**src/rtl/adsr_pkg.sv**
```systemverilog
// Shared types and constants for the ADSR envelope generator.
`timescale 1ns / 1ps
`default_nettype none

package adsr_pkg;

  // Envelope phases
  typedef enum logic [1:0] {
    PH_ATTACK  = 2'd0,
    PH_DECAY   = 2'd1,
    PH_SUSTAIN = 2'd2,
    PH_RELEASE = 2'd3
  } phase_t;

  // Configuration register indexes
  typedef enum logic [2:0] {
    REG_SHAPE_ENABLED = 3'd0,
    REG_ATTACK_TICKS  = 3'd1,
    REG_DECAY_TICKS   = 3'd2,
    REG_SUSTAIN_LEVEL = 3'd3,
    REG_RELEASE_TICKS = 3'd4
  } cfg_reg_t;

  localparam int unsigned TICKS_W  = 16;
  localparam int unsigned LEVEL_W  = 8;
  localparam int unsigned ACC_W    = 32;
  localparam int unsigned CFG_IDX_W = 3;
  localparam int unsigned CFG_DATA_W = 16;

  // ticks * 1024 spans 26 bits; the period after /255 fits in 19 bits
  localparam int unsigned SCALED_W = TICKS_W + 10;
  localparam int unsigned PERIOD_W = 19;

  // floor(x / 255) == (x * RECIP_255) >> RECIP_SHIFT for every x below 2^26
  localparam int unsigned RECIP_SHIFT = 34;
  localparam int unsigned RECIP_W     = 27;
  localparam logic [RECIP_W-1:0] RECIP_255 = 27'd67372037;

  localparam logic [ACC_W-1:0]   TICK_INC    = 32'd1024;
  localparam logic [ACC_W-1:0]   HOLD_PERIOD = 32'h8000_0000;
  localparam logic [LEVEL_W-1:0] FULL_LEVEL  = 8'd255;
  localparam logic [LEVEL_W-1:0] ATTACK_TOP  = 8'd254;

  // One result transaction
  typedef struct packed {
    logic [LEVEL_W-1:0] level;
    phase_t             phase_now;
    logic               finished;
  } result_t;

  // Phase time in ticks to timer period: (ticks * 1024) / 255
  function automatic logic [PERIOD_W-1:0] ticks_to_period(input logic [TICKS_W-1:0] ticks);
    logic [SCALED_W-1:0]         scaled;
    logic [SCALED_W+RECIP_W-1:0] prod;
    scaled = {ticks, 10'b0};
    prod   = {{RECIP_W{1'b0}}, scaled} * {{SCALED_W{1'b0}}, RECIP_255};
    return prod[RECIP_SHIFT +: PERIOD_W];
  endfunction

endpackage

`default_nettype wire

```
**src/rtl/adsr_envelope_generator.sv**
```systemverilog
// ADSR envelope generator top level: envelope state, timer and output buffering.
//
// Usage: each input transaction on in_* is either a sample tick (in_op = 0) or a
// jump to the phase in in_target_phase (in_op = 1). Every accepted transaction
// yields exactly one result on out_*: the envelope level, the phase and the
// finished flag, all taken after the transaction has been applied.
// Registers are written through cfg_we / cfg_index / cfg_wdata; the user must write
// them only while the block is idle, which the block itself does not enforce. Phase
// times are converted to timer periods (ticks * 1024 / 255) when written, using one constant multiplier.
// Output: each result is registered on out_* directly, or via the skid register.
// Throughput: one transaction per cycle while in_ready is high; the state update is a
// single pass of add, compare and select between the state registers.
// Stalls: a two-entry output (result register plus skid register) lets one
// more transaction in while a result waits; in_ready drops only once both
// entries are full, and results leave in order.
// Reset (rst_n low, synchronous): registers and envelope state clear to zero,
// phase attack, output buffer empty.
`timescale 1ns / 1ps
`default_nettype none

module adsr_envelope_generator (
  input  wire logic                                  clk,
  input  wire logic                                  rst_n,
  // input channel
  input  wire logic                                  in_valid,
  output logic                                       in_ready,
  input  wire logic                                  in_op,
  input  wire logic [1:0]                            in_target_phase,
  // result channel
  output logic                                       out_valid,
  input  wire logic                                  out_ready,
  output logic [adsr_pkg::LEVEL_W-1:0]               out_level,
  output logic [1:0]                                 out_phase_now,
  output logic                                       out_finished,
  // configuration
  input  wire logic                                  cfg_we,
  input  wire logic [adsr_pkg::CFG_IDX_W-1:0]        cfg_index,
  input  wire logic [adsr_pkg::CFG_DATA_W-1:0]       cfg_wdata
);

  // configuration registers (periods stored already converted)
  logic                              en_r;
  logic [adsr_pkg::PERIOD_W-1:0]     attack_p_r;
  logic [adsr_pkg::PERIOD_W-1:0]     decay_p_r;
  logic [adsr_pkg::LEVEL_W-1:0]      sustain_r;
  logic [adsr_pkg::PERIOD_W-1:0]     release_p_r;
  logic [adsr_pkg::PERIOD_W-1:0]     cfg_period;

  // envelope state
  adsr_pkg::phase_t                  phase_r, phase_nxt;
  logic [adsr_pkg::LEVEL_W-1:0]      amp_r, amp_nxt;
  logic                              done_r, done_nxt;
  logic [adsr_pkg::ACC_W-1:0]        acc_r, acc_nxt;
  logic [adsr_pkg::ACC_W-1:0]        period_r, period_nxt;

  // output buffer
  logic                              out_valid_r;
  logic                              skid_valid_r;
  adsr_pkg::result_t                 out_data_r;
  adsr_pkg::result_t                 skid_data_r;
  adsr_pkg::result_t                 result;

  logic                              in_fire;
  logic                              jump;
  adsr_pkg::phase_t                  jump_tgt;
  logic [adsr_pkg::LEVEL_W-1:0]      amp_base;
  logic [adsr_pkg::ACC_W-1:0]        acc_sum;

  assign in_ready = !skid_valid_r;
  assign in_fire  = in_valid && in_ready;

  // ---- configuration writes ----
  assign cfg_period = adsr_pkg::ticks_to_period(cfg_wdata);

  always_ff @(posedge clk) begin
    if (!rst_n) begin
      en_r        <= 1'b0;
      attack_p_r  <= '0;
      decay_p_r   <= '0;
      sustain_r   <= '0;
      release_p_r <= '0;
    end else if (cfg_we) begin
      unique case (cfg_index)
        adsr_pkg::REG_SHAPE_ENABLED: en_r        <= cfg_wdata[0];
        adsr_pkg::REG_ATTACK_TICKS:  attack_p_r  <= cfg_period;
        adsr_pkg::REG_DECAY_TICKS:   decay_p_r   <= cfg_period;
        adsr_pkg::REG_SUSTAIN_LEVEL: sustain_r   <= cfg_wdata[adsr_pkg::LEVEL_W-1:0];
        adsr_pkg::REG_RELEASE_TICKS: release_p_r <= cfg_period;
        default: ; // unmapped index, ignored
      endcase
    end
  end

  // ---- envelope next state ----
  always_comb begin
    phase_nxt  = phase_r;
    amp_nxt    = amp_r;
    done_nxt   = done_r;
    acc_nxt    = acc_r;
    period_nxt = period_r;
    jump       = 1'b0;
    jump_tgt   = phase_r;
    amp_base   = amp_r;
    acc_sum    = acc_r + adsr_pkg::TICK_INC;

    if (en_r) begin
      if (in_op) begin
        jump     = 1'b1;
        jump_tgt = adsr_pkg::phase_t'(in_target_phase);
      end else if (!done_r) begin
        acc_nxt = acc_sum;
        // timer fires: subtract period and take one level step (none in sustain)
        if (acc_sum >= period_r) begin
          acc_nxt = acc_sum - period_r;
          unique case (phase_r)
            adsr_pkg::PH_ATTACK: begin
              if (amp_r >= adsr_pkg::ATTACK_TOP) begin
                jump     = 1'b1;
                jump_tgt = adsr_pkg::PH_DECAY;
              end else begin
                amp_nxt = amp_r + 8'd1;
              end
            end
            adsr_pkg::PH_DECAY: begin
              // amp - 1 <= sustain, with amp == 0 counting as below
              if ({1'b0, amp_r} <= ({1'b0, sustain_r} + 9'd1)) begin
                jump     = 1'b1;
                jump_tgt = adsr_pkg::PH_SUSTAIN;
              end else begin
                amp_nxt = amp_r - 8'd1;
              end
            end
            adsr_pkg::PH_SUSTAIN: ;
            adsr_pkg::PH_RELEASE: begin
              if (amp_r <= 8'd1) begin
                done_nxt = 1'b1;
              end else begin
                amp_nxt = amp_r - 8'd1;
              end
            end
            default: ;
          endcase
        end
      end
    end

    // phase entry: level start, period reload, accumulator clear (bar an ended release)
    if (jump) begin
      phase_nxt = jump_tgt;
      amp_base  = done_r ? '0 : amp_r;
      amp_nxt   = amp_base;
      done_nxt  = 1'b0;
      unique case (jump_tgt)
        adsr_pkg::PH_ATTACK: begin
          period_nxt = {{(adsr_pkg::ACC_W-adsr_pkg::PERIOD_W){1'b0}}, attack_p_r};
          acc_nxt    = '0;
        end
        adsr_pkg::PH_DECAY: begin
          amp_nxt    = adsr_pkg::FULL_LEVEL;
          period_nxt = {{(adsr_pkg::ACC_W-adsr_pkg::PERIOD_W){1'b0}}, decay_p_r};
          acc_nxt    = '0;
        end
        adsr_pkg::PH_SUSTAIN: begin
          amp_nxt    = sustain_r;
          period_nxt = adsr_pkg::HOLD_PERIOD;
          acc_nxt    = '0;
        end
        adsr_pkg::PH_RELEASE: begin
          // an ended release stays silent with its timer untouched
          if (!done_r) begin
            amp_nxt    = sustain_r;
            period_nxt = {{(adsr_pkg::ACC_W-adsr_pkg::PERIOD_W){1'b0}}, release_p_r};
            acc_nxt    = '0;
          end
        end
        default: ;
      endcase
    end

    result.level     = !en_r ? adsr_pkg::FULL_LEVEL : (done_nxt ? '0 : amp_nxt);
    result.phase_now = phase_nxt;
    result.finished  = done_nxt;
  end

  // ---- envelope state registers ----
  always_ff @(posedge clk) begin
    if (!rst_n) begin
      phase_r  <= adsr_pkg::PH_ATTACK;
      amp_r    <= '0;
      done_r   <= 1'b0;
      acc_r    <= '0;
      period_r <= '0;
    end else if (in_fire) begin
      phase_r  <= phase_nxt;
      amp_r    <= amp_nxt;
      done_r   <= done_nxt;
      acc_r    <= acc_nxt;
      period_r <= period_nxt;
    end
  end

  // ---- output register with skid entry ----
  always_ff @(posedge clk) begin
    if (!rst_n) begin
      out_valid_r  <= 1'b0;
      skid_valid_r <= 1'b0;
    end else if (out_ready || !out_valid_r) begin
      if (skid_valid_r) begin
        out_valid_r  <= 1'b1;
        skid_valid_r <= 1'b0;
      end else begin
        out_valid_r  <= in_fire;
      end
    end else if (in_fire) begin
      skid_valid_r <= 1'b1;
    end
  end

  // payload, no reset needed
  always_ff @(posedge clk) begin
    if (out_ready || !out_valid_r) begin
      if (skid_valid_r) begin
        out_data_r <= skid_data_r;
      end else if (in_fire) begin
        out_data_r <= result;
      end
    end else if (in_fire) begin
      skid_data_r <= result;
    end
  end

  assign out_valid     = out_valid_r;
  assign out_level     = out_data_r.level;
  assign out_phase_now = out_data_r.phase_now;
  assign out_finished  = out_data_r.finished;

  // ---- assertions ----
  // the skid entry is only filled behind a waiting result
  a_skid_behind_out: assert property (@(posedge clk) disable iff (!rst_n)
    skid_valid_r |-> out_valid_r)
    else $error("skid entry valid while output register empty");

  // the envelope can only have ended in release
  a_done_in_release: assert property (@(posedge clk) disable iff (!rst_n)
    done_r |-> (phase_r == adsr_pkg::PH_RELEASE))
    else $error("finished flag set outside release");

  // a delivered finished result always reports release
  a_out_finished_phase: assert property (@(posedge clk) disable iff (!rst_n)
    (out_valid_r && out_data_r.finished) |-> (out_data_r.phase_now == adsr_pkg::PH_RELEASE))
    else $error("finished result not in release phase");

  // ticks after the end leave the timer frozen
  a_done_timer_frozen: assert property (@(posedge clk) disable iff (!rst_n)
    (done_r && in_fire && !in_op) |=> ($stable(acc_r) && $stable(period_r)))
    else $error("timer moved after envelope ended");

endmodule

`default_nettype wire

```
**config.mk**
```make
export PLATFORM = sky130hd
export DESIGN_NAME = adsr_envelope_generator
export DESIGN_NICKNAME = d
export VERILOG_FILES = /design/src/rtl/adsr_pkg.sv /design/src/rtl/adsr_envelope_generator.sv
export SDC_FILE = /design/constraint.sdc
export NUM_CORES = 1
export LEC_CHECK = 0
export BUFFER_PORTS_ARGS = -buffer_cell sky130_fd_sc_hd__buf_2
export CAP_MARGIN = 15
export CORE_UTILIZATION = 30
export DETAILED_ROUTE_END_ITERATION = 16
export GPL_ROUTABILITY_DRIVEN = 0
export GPL_TIMING_DRIVEN = 0
export MAX_ROUTING_LAYER = met4
export PLACE_DENSITY = 0.53
export SYNTH_ARGS = -nofsm -noshare
export SYNTH_HDL_FRONTEND = slang
export SYNTH_SLANG_ARGS = --single-unit
```
**constraint.sdc**
```tcl
create_clock -name clk -period 5.4 [get_ports clk]
set_input_delay 0.27 -clock clk [delete_from_list [all_inputs] [get_ports clk]]
set_output_delay 0.27 -clock clk [all_outputs]
set_load 0.01 [all_outputs]
```
# After elaboration in Yosys (flattened, before gate mapping)
# Cells that the tools add are included.
# classes
addsub	5
multipliers	1
magnitude_cmp	4
n_eq_ne	10
muxes	48
bitwise	2
n_reduce_logical	18
# op_table
operator	count
$mux W32	7
$pmux W32 S4	1
$mux W8	12
$pmux W32 S2	1
$pmux W8 S3	2
$mul A16 B27 Y43 const B	1
$add A32 B11 Y32 const B	1
$ge A32 B32 Y1	1
$sub A32 B32 Y32	1
$mux W11	2
$mux W1	14
$mux W2	7
$reduce_and A2 Y1	7
$add A8 B1 Y9 const B	1
$le A8 B9 Y1	1
$add A8 B1 Y8 const B	1
$ge A8 B8 Y1 const B	1
$le A8 B1 Y1 const B	1
$sub A8 B1 Y8 const B	1
$eq A2 B2 Y1 const B	3
$eq A3 B2 Y1 const B	2
$eq A2 B1 Y1 const B	2
$logic_not A2 Y1	2
$pmux W2 S2	1
13 further kinds	15
# totals
regBits	165
inputBits	27
output_inout_bits	13
word_cells	106

# Longest topological paths before layout
# Gate-level depths: netlist (run 1).
# logic_depth
ltp_word	15
ltp_mapped	19
ltp_nobuf	19

# Worst setup path before layout (run 1)
# OpenSTA, ideal clock, no wires.
# synth_path
path_type	input -> register
startpoint	input port cfg_wdata[12] in the netlist's numbering
endpoint	register attack_p_r[7] in the netlist's numbering
setup_time_ns	0.125
t_arrival_ns	3.968
required_time_ns	5.275
slack_ns	1.307
stages	18
path_buffers	0
path_cell_list	ha_1 -> ha_1 -> inv_1 -> fa_1 -> inv_1 -> ha_1 -> ha_1 -> ha_1 -> nand2_1 -> nor2_1 -> nand3_1 -> o221a_2 -> o311a_1 -> o31ai_1 -> a21o_1 -> a21oi_1 -> xor2_1 -> o21ai_0
# synth_between
elab_chain_len	1
# synth_lines
element	line_no	rtl
start, declared	adsr_envelope_generator.sv:38	input wire logic [adsr_pkg::CFG_DATA_W-1:0] cfg_wdata
$mul A16 B27 Y43	adsr_pkg.sv:56	prod = {{RECIP_W{1'b0}}, scaled} * {{SCALED_W{1'b0}}, RECIP_255};
end signal, assigned	adsr_envelope_generator.sv:85	adsr_pkg::REG_ATTACK_TICKS: attack_p_r <= cfg_period;
end, declared	adsr_envelope_generator.sv:43	logic [adsr_pkg::PERIOD_W-1:0] attack_p_r;
# No other way between the ends.
# A chain may end at the register's enable or synchronous reset.

# Worst setup path in the final report (run 1)
# layout_path
startpoint	register sustain_r[2] in the netlist's numbering
endpoint	register out_data_r (netlist bit out_level[1]), data pin
# layout_between
elab_chain_len	15
word_cells_on_any_way	30
cone_classes	add/sub: 1; order compare: 1; eq/ne: 3; mux: 25
# layout_lines
element	line_no	rtl
start, declared	adsr_envelope_generator.sv:45	logic [adsr_pkg::LEVEL_W-1:0] sustain_r;
start signal, assigned	adsr_envelope_generator.sv:87	adsr_pkg::REG_SUSTAIN_LEVEL: sustain_r <= cfg_wdata[adsr_pkg::LEVEL_W-1:0];
$add A8 B1 Y9 (*)	adsr_envelope_generator.sv:126	if ({1'b0, amp_r} <= ({1'b0, sustain_r} + 9'd1)) begin
$le A8 B9 Y1 (*)	adsr_envelope_generator.sv:126	
$mux W2	adsr_envelope_generator.sv:126	
$pmux W2 S2	adsr_envelope_generator.sv:115	unique case (phase_r)
$mux W2	adsr_envelope_generator.sv:113	if (acc_sum >= period_r) begin
$mux W2	adsr_envelope_generator.sv:110	end else if (!done_r) begin
$mux W2	adsr_envelope_generator.sv:107	if (in_op) begin
$mux W2	adsr_envelope_generator.sv:106	if (en_r) begin
$eq A2 B2 Y1 / $eq A2 B1 Y1 (equally long branches)	adsr_envelope_generator.sv:153	unique case (jump_tgt)
$pmux W8 S3	adsr_envelope_generator.sv:153	
$mux W8	adsr_envelope_generator.sv:148	if (jump) begin
$mux W8 (*) (2 in a row)	adsr_envelope_generator.sv:180	result.level = !en_r ? adsr_pkg::FULL_LEVEL : (done_nxt ? '0 : amp_nxt);
$mux W11 (*)	adsr_envelope_generator.sv:224	end else if (in_fire) begin
$mux W11 (*)	adsr_envelope_generator.sv:222	if (skid_valid_r) begin
end signal, assigned	adsr_envelope_generator.sv:223	out_data_r <= skid_data_r;
end signal, assigned	adsr_envelope_generator.sv:225	out_data_r <= result;
end, declared	adsr_envelope_generator.sv:59	adsr_pkg::result_t out_data_r;
# Mark *: on every way between the ends. The rest lies on a longest branch, timed or not. The select of a mux whose other input is x is not followed.

==> results.md, run 1 <==
- Pwr/cell area: between 200 and 250 mW/mm^2
- Clk_skew: 0.0188 ns
- Cell mode on critical path: nand3_1
- Die area: 0.0390 sq mm
- Pre-CTS setup slack: 0.548 ns
- Min-delay worst type: primary input to flip-flop
- Row cnt: 71
- Most frequent cells in the layout: nand2_1 (181), ha_1 (137), dfxtp_1 (131)
- Crit-path max FO: 6
- Overflow after GRT: 0
- Die Wd: 197 microns
- RSZ-0062 raised after global routing: false
- Fin crit share: about 85%
- Cell family with the largest share of critical-path delay: compound AO/OA/AOI/OAI gates
- P_leak: around 5.2 nW
- Num CTS Buffers: 17
- CP max stage delay: 0.50 ns
- Async S/R FF share, synth: 0%
- Count of final setup violators: 0
- Crit-path cells: nand3_1 > nor2_1 > nand3_1 > xnor2_1 > ha_1 > a2111o_1 > o221ai_1 > a21boi_0 > o31ai_2 > nand3_1 > or2_2 > a211oi_2 > o21ai_1
- Number of H-tree levels: 4
- Storage cell area: approximately 0.0033 sq mm
- Initial antenna violation count: 2
- Synth cell types: 93
- Cts hold-fix bufs: 0
- Maxcap violations: 0
- Placed insts: slightly below 2,000
- Layout cells sized above 1: a little over a tenth
- Worst EP arrival: between 4 and 5 ns
- Largest net degree at the start of global routing: 17
- Resize count post-CTS: 0
- Area occupied by multi-input gates: 0.00754 sq mm
- Top_reg_cell synth: dfxtp_1
- Setup TNS: 0 ns
- Vias: a little over 10,000
- IO Port Bufs: 39
- Status: finished clean
- Area Overhead vs Synth: 12.2%
- First-pass GRT wire length: 51,900 microns
- Number of synthesized flops with an enable pin: 22
- Avg Cell Area, Syn: 8.22 sq um
- Post-layout total power: 2.93 mW
- Vias in the first global route: between 9,000 and 10,000
- Max Fclk: 0.218 GHz
- Via-per-instance ratio: 5.15
- Final hold violation count: 0
- Sequential area share after synthesis: 28.7%
- Worst Tran Pin Value: 0.992 ns
- Core area: approximately 0.038 sq mm
- Reg clk slew, reported paths: 0.08 ns
- WP data required: 5.54 ns
- Tmin final: 4.58 ns
- Drt drc: 0
- Startpoint Class: flip-flop
- Routed WL: around 32,000 microns
- Finished Layout Cells: 1,977
- DP Wirelength: 25,500 microns
- Setup ws final: 0.819 ns
- Clk_lat worst skew: roughly 0.43 ns
- #FFs+latches synth: 153
- Pins Over Slew Limit: 0
- Critical path buffers and inverters: 0
- Area share of the leading cell type in the synthesized netlist: approximately 23%
- Synth Cell Area: approximately 0.011 sq mm
- Post-DRT Antenna Nets: 0
- Syn nets: 1,566
- Die Y: a little under 200 microns
- Drt pass-1 iters: 5
- Max-slew headroom: about a third
- Worst vdd ir: 0.000187 V
- Top Ports: 40
- Fillers: 4,050
- CTS root buf: clkbuf_16
- Synthesis Warnings: 0
- Slowest cell on crit path: o221ai_1
- WS Path Type: flip-flop to flip-flop
- Synth top area cells: dfxtp_1 (23%), ha_1 (15%), nand2_1 (5.9%)
- Post CTS Setup Buffer Count: 0
- Clock Tree Buf Depth: 2
- Routed len/inst: ~16 microns
- Initial DRC Count: roughly 640
- Layout Nets: 1,624
- Initial Utilization: 30.4%
- Most common cell after layout, fill and taps aside: nand2_1
- Mapped Cells: 1,393
- Clock Sinks: 153
- CTS tree: done
- Overall Global Routing Usage: 17.3%
- Dominant cell type by area after synthesis: dfxtp_1
- Crit end category: flip-flop
- R2R setup slack: 0.82 ns
- Post-Route Utilization: 34.1%
[per-layer routing]
| layer | vias up | share of wire [%] | wire length [microns] | track usage, % |
|---|---|---|---|---|
| li1 | 5161 | - | - | - |
| met1 | 4776 | 49 | 15600 | 22.7 |
| met2 | 203 | 46 | 14800 | 27.5 |
| met3 | 34 | 3.7 | 1180 | 2.75 |
| met4 | 0 | 1.6 | 509 | 4.36 |
| met5 | - | 0 | 0 | - |
[path summary, 6_finish.rpt]
check	startpoint	end	cells after the start
max	sustain_r[2]$_SDFFE_PN0P_	out_level[1]$_DFFE_PP_	13
min	cfg_wdata[4]	sustain_r[4]$_SDFFE_PN0P_	3
max reg2reg	sustain_r[2]$_SDFFE_PN0P_	out_level[1]$_DFFE_PP_	13
min reg2reg	decay_p_r[12]$_SDFFE_PN0P_	decay_p_r[12]$_SDFFE_PN0P_	2
[registers in the layout (all words and copies together), names as in the netlist]
signal / cells
out_valid: 1
out_finished: 1
acc_r: 32
out_level: 8
sustain_r: 8
attack_p_r: 19
skid_valid_r: 1
release_p_r: 19
decay_p_r: 19
phase_r: 2
period_r: 20
out_phase_now: 2
en_r: 1
skid_data_r: 11
done_r: 1
amp_r: 8
[report_power, final]
part | internal, mW | switching, mW | leakage, nW
Combinational | 0.216 | 0.362 | 3.67
Clock | 0.615 | 0.547 | 0.275
Sequential | 1.18 | 0.0129 | 1.25
Total | 2.01 | 0.922 | 5.20
[logic make-up (layout without fill, tap and decap cells)]
family,Yosys count,after routing,share of synthesized area (%)
buf+inv,155,226,5.50
other cells,0,2,0
mux,21,21,2.04
flops,153,153,28.7
fa+ha+maj,146,146,16.5
compound gates,387,387,22.1
simple gates,463,463,19.9
xor+xnor,68,68,5.26
[stage by stage]
step | area (sq um) | hold slack (ns)
floorplan | 11500 | 0.406
global placement | 12300 | 0.438
detailed placement | 12300 | 0.443
CTS | 12900 | 0.134
global route | 12900 | 0.135
finish | 12900 | 0.153
[worst reg2reg max path, stage by stage, from the launching register on]
cell and delay [ns]:
dfxtp_1 0.46, nand3_1 0.13, nor2_1 0.19, nand3_1 0.12
xnor2_1 0.14, ha_1 0.32, a2111o_1 0.37, o221ai_1 0.50
a21boi_0 0.23, o31ai_2 0.48, nand3_1 0.36, or2_2 0.39
a211oi_2 0.43, o21ai_1 0.19
[cell type report]
cell class,instances,area share (%)
clock inverters,13,0.993
multi-input cells,1085,58.7
flip-flops and latches,153,25.5
repair buffers,39,1.52
clock buffers,19,3.37
plain buffers,65,2.28
diodes,2,0.0389
well taps,511,4.97
inverters,90,2.63
[cell usage after synthesis (10+ instances only)]
library cell	instances
a21oi_1	120
or3_1	12
a22o_1	14
edfxtp_1	22
xor2_1	23
dfxtp_1	131
clkbuf_1	44
inv_1	88
nor3_1	17
nand4_1	22
ha_1	137
xnor2_1	44
mux2_2	19
a21o_1	23
a31oi_1	39
o21ai_0	74
and2_1	10
nor4_1	10
nand3_1	69
a211oi_1	16
nor2_1	85
buf_2	14
nand2_1	181
(Power assumes the default switching activity.)
==> run 2, diff against run 1 <==
==> constraint.sdc (replaced) <==
create_clock -name clk -period 4.3 [get_ports clk]
set_input_delay 0.215 -clock clk [delete_from_list [all_inputs] [get_ports clk]]
set_output_delay 0.215 -clock clk [all_outputs]
set_load 0.01 [all_outputs]
==> run 2 against run 1 <==
Final cell count is 0.61% higher. Power is 27% higher. Count of clock-buffer cells in the layout stayed put. Routed wire length is 1.5% higher. Global-route usage is 0.058 points higher. Setup slack worse by 0.62 ns. Register-to-register slack worse by 0.61 ns. Sequential cell count stayed put. Clock skew is 0.0020 ns lower. Sequential power is 26% higher. Critical path type is now primary input to flip-flop. Largest power group unchanged.
==> results.md, run 2 (synthesis gave the netlist of run 1 again) <==
- Status: finished clean
- Final hold violation count: 0 (unchanged)
- Die Wd: 197 microns (unchanged)
- Fin crit share: between 90 and 100%
- Clk_skew: 0.0169 ns (-0.00196 ns)
- CTS tree: done
- Reg with most FFs: acc_r
- Cts hold-fix bufs: 0 (unchanged)
- Vias in the first global route: 9,836 (+0.031%)
- Area Overhead vs Synth: 15.2%
- Initial Utilization: 30.4% (unchanged)
- Pins Over Slew Limit: 0 (unchanged)
- Layout cells sized above 1: 13.9% (+3.4 points)
- R2R setup slack: 0.21 ns (-0.61 ns)
- Top Ports: 40 (unchanged)
- CTS root buf: clkbuf_16
- Clock Sinks: 153 (unchanged)
- Initial DRC Count: 668 (+4.9%)
- Max Fclk: 0.244 GHz
- Worst R2R End: out_level[7]$_DFFE_PP_
- Crit end category: flip-flop
- Drt drc: 0 (unchanged)
- Initial antenna violation count: 2 (unchanged)
- Worst Tran Pin Value: 0.980 ns (-0.0126 ns)
- Layout Nets: 1,636 (+0.74%)
- Worst Hold Path Cells: 3 (unchanged)
- Number of H-tree levels: 4 (unchanged)
- Number of flip-flops under the largest register name: 32 (unchanged)
- Pwr/cell area: 281 mW/mm^2 (+23%)
- Maxcap violations: 0 (unchanged)
- DR WL met3: 1200 microns (+2.0%)
- Core area: 0.0377 sq mm (unchanged)
- Post-layout total power: 3.71 mW (+27%)
- Drt pass-1 iters: 5 (unchanged)
- Overall Global Routing Usage: 17.3% (+0.058 points)
- Min-Delay Startpoint: cfg_wdata[4]
- Met2 WL: 15,100 microns (+2.4%)
- Routed len/inst: 16.3 microns (+0.86%)
- Biggest regs: acc_r: 32 flops, period_r: 20 flops
- Top Layer Used: met4
- Post-DRT Antenna Nets: 0 (unchanged)
- Count of final setup violators: 0 (unchanged)
- Routed WL: 32,500 microns (+1.5%)
- Overflow after GRT: 0 (unchanged)
- Startpoint Class: primary input
- Min-delay worst type: primary input to flip-flop
- Max-slew headroom: 34.4% (+0.84 points)
- Die Y: 197 microns (unchanged)
- First-pass GRT wire length: 52,100 microns (+0.24%)
- Worst vdd ir: 0.000233 V (+25%)
- Via-per-instance ratio: 5.17 (+0.49%)
- Met1 WL: 15,700 microns (+0.76%)
- DP Wirelength: 25,500 microns (unchanged)
- Most frequent cells in the layout: nand2_1 (179), ha_1 (134), dfxtp_1 (127)
- Largest net degree at the start of global routing: 17 (unchanged)
- Post-Route Utilization: 35.0% (+0.90 points)
- Reg clk slew, reported paths: 0.08 ns (about the same)
- Die area: 0.0390 sq mm (unchanged)
- Vias: 10,300 (+1.1%)
- WS Path Type: primary input to flip-flop
- Num CTS Buffers: 17 (unchanged)
- RR Startpoint: acc_r[18]$_SDFFE_PN0P_
- Clk_lat worst skew: 0.43 ns (about the same)
- Most common cell after layout, fill and taps aside: nand2_1
- Crit-path max FO: 6 (unchanged)
- FF-to-FF path depth: 13 (unchanged)
- Clock Tree Buf Depth: 2 (unchanged)
- Hold EP: sustain_r[4]$_SDFFE_PN0P_
- P_leak: 5.31 nW (+2.0%)
- Tmin final: 4.10 ns
- Worst EP arrival: 4.46 ns (-0.26 ns)
- WP data required: 4.66 ns (-0.88 ns)
- Setup TNS: 0 ns (unchanged)
- IO Port Bufs: 39 (unchanged)
- Row cnt: 71 (unchanged)
run 2: changes by cell type in the layout (fill, tap and decap cells not counted), moves of 3 or more:
| cell | delta |
|---|---|
| a31oi_1 | -3 |
| a31oi_2 | +3 |
| buf_4 | +13 |
| dfxtp_1 | -4 |
| dfxtp_2 | +4 |
| ha_1 | -3 |
| ha_2 | +3 |
| nor2_1 | -3 |
run 2: how the worst max path moves through the flow:
| stage | endpoint | cells past startpoint | slack, ns | start |
|---|---|---|---|---|
| floorplan | attack_p_r[7]$_SDFFE_PN0P_ | 18 | 0.26 | cfg_wdata[12] |
| global placement | decay_p_r[15]$_SDFFE_PN0P_ | 19 | -0.40 | cfg_wdata[12] |
| detailed placement | decay_p_r[7]$_SDFFE_PN0P_ | 19 | -0.50 | cfg_wdata[12] |
| CTS | out_level[0]$_DFFE_PP_ | 14 | 0.002 | acc_r[10]$_SDFFE_PN0P_ |
| global route | out_level[4]$_DFFE_PP_ | 17 | -0.003 | acc_r[12]$_SDFFE_PN0P_ |
| finish | attack_p_r[6]$_SDFFE_PN0P_ | 19 | 0.20 | cfg_wdata[12] |
run 2: what timing repair did:
action / CTS / global route
pin swaps: 2 / 7
resized for setup: 7 / 45
setup buffers: 0 / 12
endpoints found under the setup margin: 30 / 97
run 2: worst max-delay path, stage by stage:
cell	delay, ns
buf_2	0.15
ha_1	0.30
ha_1	0.27
inv_1	0.05
fa_1	0.50
inv_1	0.04
ha_1	0.30
ha_1	0.31
ha_1	0.29
nand2_1	0.07
nor2_1	0.10
nand3_1	0.08
o221a_2	0.34
o311a_4	0.43
o31ai_4	0.26
a21o_1	0.20
xor2_1	0.30
nand2_1	0.10
a21oi_1	0.13
run 2: power by group:
group,switching (mW),internal (mW),total [mW],leakage [nW]
combinational,0.469,0.285,0.754,3.78
sequential,0.0163,1.48,1.50,1.25
clock,0.688,0.772,1.46,0.275
total,1.17,2.54,3.71,5.31
run 2: area by class of cell:
cell class                      instances  area [sq um]
Clock buffer                           19           433
Inverter                               90           338
Multi-Input combinational cell       1085          7780
Timing Repair Buffer                   51           285
Fill cell                            4028         24500
Buffer                                 65           297
Clock inverter                         13           128
Tap cell                              511           639
Sequential cell                       153          3290
Antenna cell                            2          5.00
run 2: metrics by stage:
stage	hold WS [ns]	cell area, sq um	cells	setup slack [ns]
5_1_grt	0.0778	13200	1989	-0.00323
3_3_place_gp	0.438	12300	1943	-0.397
3_5_place_dp	0.443	12300	1943	-0.497
4_1_cts	0.0789	12900	1975	0.00212
6_report	0.0995	13200	1989	0.201
2_1_floorplan	0.351	11500	1393	0.262
run 2: per-layer routing:
layer / track usage [%] / vias to the layer above
met5: - / -
met4: 4.22 / 0
met3: 2.85 / 34
met2: 27.6 / 219
met1: 22.8 / 4857
li1: - / 5176
